<file path="config.mk">
export PLATFORM = sky130hd
export DESIGN_NAME = tccw_cursor
export DESIGN_NICKNAME = d
export VERILOG_FILES = /design/src/hdl/tccw_pkg.sv /design/src/hdl/tccw_cursor.sv
export SDC_FILE = /design/constraint.sdc
export NUM_CORES = 1
export LEC_CHECK = 0
export BUFFER_PORTS_ARGS = -buffer_cell sky130_fd_sc_hd__buf_4
export CELL_PAD_IN_SITES_DETAIL_PLACEMENT = 2
export CELL_PAD_IN_SITES_GLOBAL_PLACEMENT = 2
export CORE_MARGIN = 5
export CORE_UTILIZATION = 29
export DETAILED_ROUTE_END_ITERATION = 7
export PLACE_DENSITY_LB_ADDON = 0.1
export SETUP_SLACK_MARGIN = 0.3
export SLEW_MARGIN = 5
export SYNTH_ARGS = -nofsm -noshare
export SYNTH_HDL_FRONTEND = slang
export SYNTH_SLANG_ARGS = --single-unit
</file>
<file path="constraint.sdc">
create_clock -name clk -period 2.2 [get_ports clk]
set_input_delay 0.11 -clock clk [delete_from_list [all_inputs] [get_ports clk]]
set_output_delay 0.11 -clock clk [all_outputs]
set_load 0.02 [all_outputs]
</file>
<file path="src/hdl/tccw_pkg.sv">
// shared constants and types of the text console cell writer
`default_nettype none
package tccw_pkg;

  localparam int COLUMNS  = 80;
  localparam int ROWS     = 25;
  localparam int CELLS    = COLUMNS * ROWS;
  localparam int RAM_AW   = $clog2(CELLS);
  localparam int CELL_AW  = $clog2(CELLS + 1);
  localparam int COL_W    = $clog2(COLUMNS);
  localparam int ROW_W    = $clog2(ROWS + 1);
  localparam int POS_W    = 11;
  localparam int IDX_W    = 11;
  localparam int CELL_W   = 16;

  localparam logic [CELL_W-1:0] BLANK_CELL = 16'h0700;
  localparam logic [7:0]        ATTR_RESET = 8'h07;
  localparam logic [7:0]        CODE_CR    = 8'd13;
  localparam logic [7:0]        CODE_LF    = 8'd10;
  localparam logic              OP_PUT     = 1'b0;
  localparam logic              OP_READ    = 1'b1;

  // cursor status towards the sequencer
  typedef struct packed {
    logic [CELL_AW-1:0] pos;
    logic               printable;
    logic               scroll;
  } tccw_cur_t;

  // screen memory port request
  typedef struct packed {
    logic              we;
    logic [RAM_AW-1:0] waddr;
    logic [CELL_W-1:0] wdata;
    logic [RAM_AW-1:0] raddr;
  } tccw_ram_req_t;

  // finished item towards the result register
  typedef struct packed {
    logic       valid;
    logic       scrolled;
    logic [7:0] chr;
    logic [7:0] attr;
  } tccw_done_t;

endpackage
`default_nettype wire

</file>
<file path="src/hdl/tccw_cursor.sv">
// cursor column, row and row base tracking
`default_nettype none
module tccw_cursor (
  input  wire logic                clk,
  input  wire logic                rst_n,
  input  wire logic                put_en,
  input  wire logic [7:0]          ch,
  output tccw_pkg::tccw_cur_t      cur
);
  import tccw_pkg::*;

  logic [COL_W-1:0]   col_r, col_nxt;
  logic [ROW_W-1:0]   row_r, row_nxt;
  logic [CELL_AW-1:0] base_r, base_nxt;
  logic               adv_row;
  logic               printable;
  logic               scroll;

  assign printable = (ch != CODE_CR) && (ch != CODE_LF);

  always_comb begin
    col_nxt  = col_r;
    row_nxt  = row_r;
    base_nxt = base_r;
    adv_row  = 1'b0;
    scroll   = 1'b0;
    if (put_en) begin
      if (ch == CODE_CR) begin
        col_nxt = '0;
      end else if (ch == CODE_LF) begin
        adv_row = 1'b1;
      end else if (col_r == COL_W'(COLUMNS - 1)) begin
        col_nxt = '0;
        adv_row = 1'b1;
      end else begin
        col_nxt = col_r + 1'b1;
      end
      // past the last row the cursor row stays put and the screen moves instead
      if (adv_row) begin
        if (row_r == ROW_W'(ROWS - 1)) begin
          scroll = 1'b1;
        end else begin
          row_nxt  = row_r + 1'b1;
          base_nxt = base_r + CELL_AW'(COLUMNS);
        end
      end
    end
  end

  always_ff @(posedge clk) begin
    if (!rst_n) begin
      col_r  <= '0;
      row_r  <= '0;
      base_r <= '0;
    end else begin
      col_r  <= col_nxt;
      row_r  <= row_nxt;
      base_r <= base_nxt;
    end
  end

  assign cur = '{pos: base_r + CELL_AW'(col_r), printable: printable, scroll: scroll};

endmodule
`default_nettype wire

</file>
==> impl_metrics.json <==
{
  "rows": 23,
  "grt_pass1_vias": 1204,
  "tns_ns": 0,
  "clock-sinks": 19,
  "worstSetupEndpointType": "flip-flop",
  "wl_per_cell_um": 17.1,
  "firstDrtPassIters": 3,
  "instances_no_fill": 222,
  "netlist_area_mm2": 0.00120,
  "gp_congestion": 0.716,
  "nets": 192,
  "io_pins": 24,
  "maxSlewHeadroom": 0.571,
  "yosysWarnings": 0,
  "antenna_found_initial": 0,
  "grt_max_degree": 16,
  "grt_use_total": 0.143,
  "hold_viol_final": 0,
  "period_share": 0.885,
  "synthesis.nets": 157,
  "numCtsBuffers": 3,
  "hpwl_um": 2640,
  "cts_hold_buf": 0,
  "final_common_cell": "buf_4",
  "total_power_mw": 0.674,
  "core_mm2": 0.00400,
  "dp_cells": 205,
  "drt_iter0_drc": 18,
  "fillCellCount": 445,
  "finalSetupViolCount": 0,
  "hold_ws_ns": 0.0681,
  "slew_viol_final": 0,
  "vias_per_cell": 5.19,
  "vias": 1153,
  "crit_required_ns": 2.40,
  "start_kind": "flip-flop",
  "drc_errors": 0,
  "grt_remaining_overflow": 0,
  "cellLeakagePower_nw": 0.677,
  "path_clk_slew_ns": 0.08,
  "status": "finished clean",
  "cp.arrival_ns": 2.15,
  "final_cell_mix": "buf_4, nor2_1, dfxtp_1, nand2_1",
  "ys_seq_area_frac": 0.317,
  "synth_seq_cells": 19,
  "clock_latency_ns": 0.27,
  "die_h_um": 74.3,
  "rsz0062_at_grt": "true",
  "dieArea_mm2": 0.00552,
  "clock_tree.root_cell": "clkbuf_8",
  "area_delta_synth_final_pct": 35.5,
  "peakVddDrop_mv": 0.203,
  "finClkSkew_ns": 0.00982,
  "maxCapViolCount": 0,
  "synth.avg_cell_area_um2": 8.69,
  "clockBufferDepth": 2,
  "p_per_area_mw_per_mm2": 415,
  "routed_wl_um": 3790,
  "grt_pass1_wl_um": 6020,
  "fp.dieW_um": 74.3,
  "cts_max_level": 1,
  "start_util": 0.300,
  "diodes": 0,
  "timing.final.crit_period_ns": 1.95,
  "synth.distinct_cells": 39,
  "hp-class": "input pin to flip-flop",
  "drive_gt1_frac": 0.395,
  "fmax_mhz": 513,
  "critical_path_peak_fanout": 4,
  "io_buffers": 23,
  "worst_pin_slew_ns": 0.640,
  "ant_nets": 0,
  "path_class": "flip-flop to flip-flop",
  "synthCells": 138,
  "cts_tree": "built"
}
worst max-delay path, stage by stage (launching register included):
cell and delay [ns]:
dfxtp_4 0.35, inv_2 0.04, ha_4 0.14, and4b_1 0.18, a311o_2 0.36, a21o_1 0.19
or4b_4 0.51, a21oi_2 0.13
path summary, 6_finish.rpt:
| kind | cells after the start | endpoint | startpoint | slack [ns] |
|---|---|---|---|---|
| worst max-delay path | 7 | base_r[8]$_SDFFE_PN0P_ | row_r[0]$_SDFFE_PN0P_ | 0.25 |
| worst min-delay path | 2 | col_r[2]$_SDFFE_PN0P_ | put_en | 0.07 |
| worst max register to register | 7 | base_r[8]$_SDFFE_PN0P_ | row_r[0]$_SDFFE_PN0P_ | 0.25 |
| worst min register to register | 2 | row_r[4]$_SDFFE_PN0P_ | row_r[4]$_SDFFE_PN0P_ | 0.48 |
cell type report:
cell class | count | area (um2) | area share
multi-input combinational | 106 | 816 | 0.502
clock buffer | 4 | 45.0 | 0.0277
tap | 50 | 62.6 | 0.0385
inverter | 5 | 18.8 | 0.0116
sequential | 19 | 393 | 0.242
timing repair buffer | 38 | 289 | 0.178
repair_timing:
action                     in CTS  in global routing
setup buffers                   7                  6
gates resized for setup        16                  9
pin swaps                       5                  6
setup endpoints to repair      15                 17
through the flow:
stage | area, um2 | utilization | worst slack [ns]
2_1_floorplan | 1200 | - | 0.332
6_report | 1620 | 0.406 | 0.252
5_1_grt | 1620 | 0.406 | 0.191
3_5_place_dp | 1400 | 0.349 | 0.105
4_1_cts | 1540 | 0.385 | 0.197
3_3_place_gp | 1400 | 0.349 | 0.164
flip-flops by register name, indices dropped and copies added, names as in the netlist:
register  cells
base_r        7
col_r         7
row_r         5
synthesized netlist by cell type (all sizes together):
cell type  instances  share of area
dfxtp             19           0.32
a21oi             11          0.049
nand3             11          0.050
nor2              11          0.034
nand2              9          0.028
xnor2              8          0.058
buf                7          0.042
ha                 7          0.073
o21ai              6          0.025
and3               5          0.026
inv                5          0.016
mux2i              5          0.042
a21o               4          0.025
nand2b             3          0.016
nand4              3          0.016
a2111oi            2          0.016
a211oi             2          0.013
or3                2          0.010
xor2               2          0.015
a311o              1         0.0094
a311oi             1         0.0073
a31o               1         0.0073
a31oi              1         0.0052
a41oi              1         0.0073
and2               1         0.0052
and3b              1         0.0073
and4b              1         0.0084
clkbuf             1         0.0031
fa                 1          0.017
nand3b             1         0.0063
nor3b              1         0.0063
nor4               1          0.018
o211ai             1         0.0063
or3b               1         0.0073
or4b               1         0.0084
kinds of logic (layout without fill, tap and decap cells):
kind of cell             count (synthesis)  after routing  synth area share
AND/OR/NAND/NOR                         52             52             0.247
AO/OA/AOI/OAI                           31             31             0.170
flip-flops                              19             19             0.317
buffers and inverters                   13             47            0.0605
XOR/XNOR                                10             10            0.0731
adder cells (fa/ha/maj)                  8              8            0.0898
multiplexers                             5              5            0.0418
report_power, final:
group | switching, mW | internal (mW) | total, mW | leakage [nW]
clock | 0.131 | 0.129 | 0.260 | 0.0228
combinational | 0.0351 | 0.0287 | 0.0638 | 0.497
sequential | 0.00394 | 0.346 | 0.350 | 0.157
total | 0.170 | 0.504 | 0.674 | 0.677
routing by layer:
| metal | GRT usage | wire, um | vias up |
|---|---|---|---|
| met5 | 0 | 0 | - |
| met3 | 0.0216 | 112 | 7 |
| met1 | 0.183 | 1620 | 569 |
| met4 | 0.0356 | 83 | 0 |
| li1 | - | - | 563 |
| met2 | 0.252 | 1980 | 14 |
Note: power is estimated with default switching activity, not from simulation.
