## src/hdl/tccw_pkg.sv

```systemverilog
// shared constants and types of the text console cell writer
`default_nettype none
package tccw_pkg;

  localparam int COLUMNS  = 80;
  localparam int ROWS     = 25;
  localparam int CELLS    = COLUMNS * ROWS;
  localparam int RAM_AW   = $clog2(CELLS);
  localparam int CELL_AW  = $clog2(CELLS + 1);
  localparam int COL_W    = $clog2(COLUMNS);
  localparam int ROW_W    = $clog2(ROWS + 1);
  localparam int POS_W    = 11;
  localparam int IDX_W    = 11;
  localparam int CELL_W   = 16;

  localparam logic [CELL_W-1:0] BLANK_CELL = 16'h0700;
  localparam logic [7:0]        ATTR_RESET = 8'h07;
  localparam logic [7:0]        CODE_CR    = 8'd13;
  localparam logic [7:0]        CODE_LF    = 8'd10;
  localparam logic              OP_PUT     = 1'b0;
  localparam logic              OP_READ    = 1'b1;

  // cursor status towards the sequencer
  typedef struct packed {
    logic [CELL_AW-1:0] pos;
    logic               printable;
    logic               scroll;
  } tccw_cur_t;

  // screen memory port request
  typedef struct packed {
    logic              we;
    logic [RAM_AW-1:0] waddr;
    logic [CELL_W-1:0] wdata;
    logic [RAM_AW-1:0] raddr;
  } tccw_ram_req_t;

  // finished item towards the result register
  typedef struct packed {
    logic       valid;
    logic       scrolled;
    logic [7:0] chr;
    logic [7:0] attr;
  } tccw_done_t;

endpackage
`default_nettype wire

```

## src/hdl/tccw_seq.sv

```systemverilog
// sequencer: clear sweep, cell writes, reads and the scroll copy over the screen memory
`default_nettype none
module tccw_seq (
  input  wire logic                        clk,
  input  wire logic                        rst_n,
  input  wire logic                        accept,
  input  wire logic                        op,
  input  wire logic [7:0]                  ch,
  input  wire logic [tccw_pkg::IDX_W-1:0]  idx,
  input  wire logic [7:0]                  attr,
  input  tccw_pkg::tccw_cur_t              cur,
  input  wire logic [tccw_pkg::CELL_W-1:0] rdata,
  output logic                             busy,
  output tccw_pkg::tccw_ram_req_t          req,
  output tccw_pkg::tccw_done_t             done
);
  import tccw_pkg::*;

  typedef enum logic [5:0] {
    S_CLEAR = 6'b000001,
    S_IDLE  = 6'b000010,
    S_READ  = 6'b000100,
    S_PUT   = 6'b001000,
    S_COPY  = 6'b010000,
    S_FILL  = 6'b100000
  } state_t;

  localparam logic [CELL_AW-1:0] LAST_CELL = CELL_AW'(CELLS - 1);
  localparam logic [CELL_AW-1:0] LAST_ROW0 = CELL_AW'(CELLS - COLUMNS);
  localparam logic [CELL_AW-1:0] COLS_A    = CELL_AW'(COLUMNS);

  state_t             state_r, state_nxt;
  logic [CELL_AW-1:0] sweep_r, sweep_nxt;
  logic               pipe_v_r, pipe_v_nxt;
  logic [CELL_AW-1:0] pipe_addr_r, pipe_addr_nxt;
  logic               rd_ok_r, rd_ok_nxt;

  always_comb begin
    state_nxt     = state_r;
    sweep_nxt     = sweep_r;
    pipe_v_nxt    = pipe_v_r;
    pipe_addr_nxt = pipe_addr_r;
    rd_ok_nxt     = rd_ok_r;
    req.we        = 1'b0;
    req.waddr     = RAM_AW'(sweep_r);
    req.wdata     = BLANK_CELL;
    req.raddr     = RAM_AW'(idx);
    done          = '0;
    unique case (state_r)
      S_CLEAR: begin
        req.we = 1'b1;
        if (sweep_r == LAST_CELL) begin
          state_nxt = S_IDLE;
        end else begin
          sweep_nxt = sweep_r + 1'b1;
        end
      end
      S_IDLE: begin
        if (accept) begin
          if (op == OP_READ) begin
            rd_ok_nxt = ({1'b0, idx} < (IDX_W + 1)'(CELLS));
            state_nxt = S_READ;
          end else begin
            req.we    = cur.printable;
            req.waddr = RAM_AW'(cur.pos);
            req.wdata = {attr, ch};
            if (cur.scroll) begin
              sweep_nxt  = COLS_A;
              pipe_v_nxt = 1'b0;
              state_nxt  = S_COPY;
            end else begin
              state_nxt = S_PUT;
            end
          end
        end
      end
      S_READ: begin
        done.valid = 1'b1;
        if (rd_ok_r) begin
          done.chr  = rdata[7:0];
          done.attr = rdata[15:8];
        end
        state_nxt = S_IDLE;
      end
      S_PUT: begin
        done.valid = 1'b1;
        state_nxt  = S_IDLE;
      end
      S_COPY: begin
        // read one row down, write back the word read in the previous cycle
        req.raddr     = RAM_AW'(sweep_r);
        pipe_v_nxt    = 1'b1;
        pipe_addr_nxt = sweep_r - COLS_A;
        if (pipe_v_r) begin
          req.we    = 1'b1;
          req.waddr = RAM_AW'(pipe_addr_r);
          req.wdata = rdata;
        end
        if (sweep_r == LAST_CELL) begin
          sweep_nxt = LAST_ROW0;
          state_nxt = S_FILL;
        end else begin
          sweep_nxt = sweep_r + 1'b1;
        end
      end
      S_FILL: begin
        req.we = 1'b1;
        if (pipe_v_r) begin
          // last copied word goes out first
          req.waddr  = RAM_AW'(pipe_addr_r);
          req.wdata  = rdata;
          pipe_v_nxt = 1'b0;
        end else if (sweep_r == LAST_CELL) begin
          done.valid    = 1'b1;
          done.scrolled = 1'b1;
          state_nxt     = S_IDLE;
        end else begin
          sweep_nxt = sweep_r + 1'b1;
        end
      end
      default: begin
        state_nxt = S_IDLE;
      end
    endcase
  end

  always_ff @(posedge clk) begin
    if (!rst_n) begin
      state_r  <= S_CLEAR;
      sweep_r  <= '0;
      pipe_v_r <= 1'b0;
    end else begin
      state_r  <= state_nxt;
      sweep_r  <= sweep_nxt;
      pipe_v_r <= pipe_v_nxt;
    end
  end

  always_ff @(posedge clk) begin
    pipe_addr_r <= pipe_addr_nxt;
    rd_ok_r     <= rd_ok_nxt;
  end

  assign busy = (state_r != S_IDLE);

endmodule
`default_nettype wire

```

## config.mk

```make
export PLATFORM = sky130hd
export DESIGN_NAME = tccw_seq
export DESIGN_NICKNAME = d
export VERILOG_FILES = /design/src/hdl/tccw_pkg.sv /design/src/hdl/tccw_seq.sv
export SDC_FILE = /design/constraint.sdc
export NUM_CORES = 1
export LEC_CHECK = 0
export BUFFER_PORTS_ARGS = -buffer_cell sky130_fd_sc_hd__buf_2
export CORE_MARGIN = 4
export CORE_UTILIZATION = 45
export DETAILED_ROUTE_END_ITERATION = 10
export PLACE_DENSITY = 0.8
export SLEW_MARGIN = 20
export SYNTH_ARGS = -nofsm -noshare
export SYNTH_HDL_FRONTEND = slang
export SYNTH_SLANG_ARGS = --single-unit
```

## constraint.sdc

```tcl
create_clock -name clk -period 3.1 [get_ports clk]
set_clock_uncertainty 0.15 [all_clocks]
set_input_delay 0.465 -clock clk [delete_from_list [all_inputs] [get_ports clk]]
set_output_delay 0.465 -clock clk [all_outputs]
set_load 0.05 [all_outputs]
```

==> run metrics <==
distinct cell type count after synthesis=52; Hold WC Path Type=in -> reg; non-filler instance count after layout=480; Final setup viols=2; synth cell count leaders=o21ai_0, nand2_1, dfxtp_1; fmax=between 300 and 400 MHz; Synth Area in Simple Gates=27.3%; post-synthesis adder-cell area fraction=~2.3%; All-Layer GR Usage=25.2%; PortBufs=117; multi-input logic area=~1500 µm²; vias in the first global route=around 2500; Period minus WS final=roughly 3.1 ns; xor and xnor area share after synthesis=3.17%; Fin. Hold Viols=0; WS Path Type=reg -> out; post-synthesis mux area share=0%; fillcell total=~340; post-synth top area share=roughly 16%; CORE AREA=4750 µm²; initial core utilization=between 40% and 50%; DRT iter0 DRCs=between 200 and 250; Via density=5.88; CP arrival=2.51 ns; prevailing post-synth register cell=dfxtp_1; root buffer cell=clkbuf_8; area delta synth->final=55.1%; # DRC=0; DRT antenna net count=0; DP Wirelength=roughly 5.6 mm; post-layout util=between 70 and 80%; Worst-Margin Slew=0.562 ns; register area=723 µm²; largest area contributor in the netlist=dfxtp_1; share of cells above drive strength 1=a little over two fifths; RSZ-0062 raised after global routing=true; nets@finish=476; status=complete, but fails checks; Synth async-reset ratio=0%; Yosys reg bits=30; leak pwr=0.00149 µW; largest family of logic cells by synthesized area=compound AO/OA/AOI/OAI gates; failing checks=setup timing; Mapped Area=around 2200 µm²; final WL=8.47 mm; largest net degree at the start of global routing=26; clock sinks=30; GRT overflow=0; setup ws final=-0.0223 ns; Syn Nets=roughly 340; Setup TNS=-0.0314 ns; total of max-cap violations=0; I/O Pins=between 100 and 150; DIE HEIGHT=approximately 80 µm; std cell rows=25; Post-synth EDFFs=12; Final period util=101%; total power=about 1300 µW; crit path max fanout=6; CTS Buf Count=5; die area=about 6100 µm²; startpoint types=register; via count=2822; Setup crit end kind=output pin; slew margin rel.=roughly 62%; drt pass-1 iters=6; CTS tree=yes; first-pass GRT wire length=between 10 and 15 mm; Finished Cell Area=3430 µm²; initial antenna violation count=0; CP Data Required Time=between 2 and 2.5 ns; Syn. warnings=0; final estimated routing congestion in global placement=0.908; Routed wire per std cell=approximately 18 µm; cell with the most instances after synthesis=o21ai_0; Area after DPL=2970 µm²; Synth Area in Compound Gates=around 28%; H-tree depth=2; worst vdd ir=~230 µV; cell count after placement=roughly 460; Post-Syn Instances=between 200 and 300; CTS Buffer Depth=2; Final Max Slew Viols=0; Die Wd=roughly 78 µm; sequential area share after synthesis=32.6%; PD cells=between 300 and 400 nW/µm²; clk_lat worst skew=0.29 ns; Syn Area/Cell=between 7 and 8 µm²; top cells by area, synth=dfxtp_1, edfxtp_1, o21ai_0, a22o_1, and2_1; Clock Pin Slew Worst Setup and Hold Paths=~0.06 ns; number of diodes=0
## placed cells by master (no fill, tap or decap), types with 12 or more instances in the layout
cell type,netlist,layout
buf_6,1,21
buf_2,2,93
buf_4,0,26
a22o_1,13,13
o21ai_1,0,13
inv_1,16,15
edfxtp_1,12,12
dfxtp_1,18,16
o21ai_0,34,15
and2_1,16,16
nand2_1,24,24
## worst paths after layout
| kind | startpoint | end | slack (ns) | cells past startpoint |
|---|---|---|---|---|
| worst min-delay path | op | state_r[3] | 0.24 | 2 |
| worst max register to register | state_r[4] | sweep_r[9] | 0.24 | 8 |
| worst max-delay path | state_r[4] | req[33] | -0.02 | 9 |
| worst min register to register | sweep_r[10] | sweep_r[10] | 0.38 | 2 |
## worst max-delay path, stage by stage, from the launching register on
cell and delay [ns]:
dfxtp_2 0.32, or4_4 0.53, or3b_4 0.40, buf_6 0.15, a21boi_4 0.17, buf_6 0.14
buf_12 0.11, a22oi_1 0.06, o21ai_1 0.14, buf_6 0.19
## kinds of logic after synthesis
| kind of cell | count (synthesis) |
|---|---|
| DFF | 30 |
| and+or+nand+nor | 109 |
| xor gates and xnor gates | 8 |
| adders and majority gates | 4 |
| AOI/OAI and AO/OA | 92 |
| buffers and inverters | 36 |
## state kept, by name, indices dropped and copies added, names as in the netlist
signal,flops
pipe_addr_r,11
rd_ok_r,1
state_r,6
sweep_r,11
pipe_v_r,1
## area by class of cell
cell class,count,share of cell area [%]
clock inverter,2,0.255
sequential,30,21.1
timing repair buffer,145,29.2
multi-input combinational,214,43.1
inverter,16,1.75
clock buffer,6,2.12
tap,67,2.44
## routing by layer
| metal | GRT usage [%] | wire length [µm] | up-vias |
|---|---|---|---|
| met2 | 45.1 | 4230 | 161 |
| met3 | 6.19 | 712 | 28 |
| met5 | 0 | 0 | - |
| met1 | 28.6 | 3260 | 1323 |
| met4 | 9.62 | 269 | 0 |
| li1 | - | - | 1310 |
## metrics by stage
stage	hold slack [ns]	worst slack, ns
floorplan	0.330	-0.232
global placement	0.360	-0.0354
detailed placement	0.358	-0.0913
CTS	0.244	0.00859
global route	0.237	-0.0887
finish	0.241	-0.0223
## what timing repair did
| action | in CTS | in global routing |
|---|---|---|
| buffers inserted | 1 | 6 |
| hold buffers | 0 | 0 |
| setup endpoints to repair | 24 | 22 |
| endpoints found under the hold margin | 0 | 0 |
| gates cloned | 2 | 2 |
| gates resized for setup | 46 | 22 |
| pin swaps | 3 | 8 |
## where the power goes
group	total (µW)	leakage (µW)	internal, µW	switching, µW
registers	480	0.000265	437	42.9
clock network	311	0.0000426	154	157
logic	518	0.00118	196	322
Power figures use the tool's default switching activity.
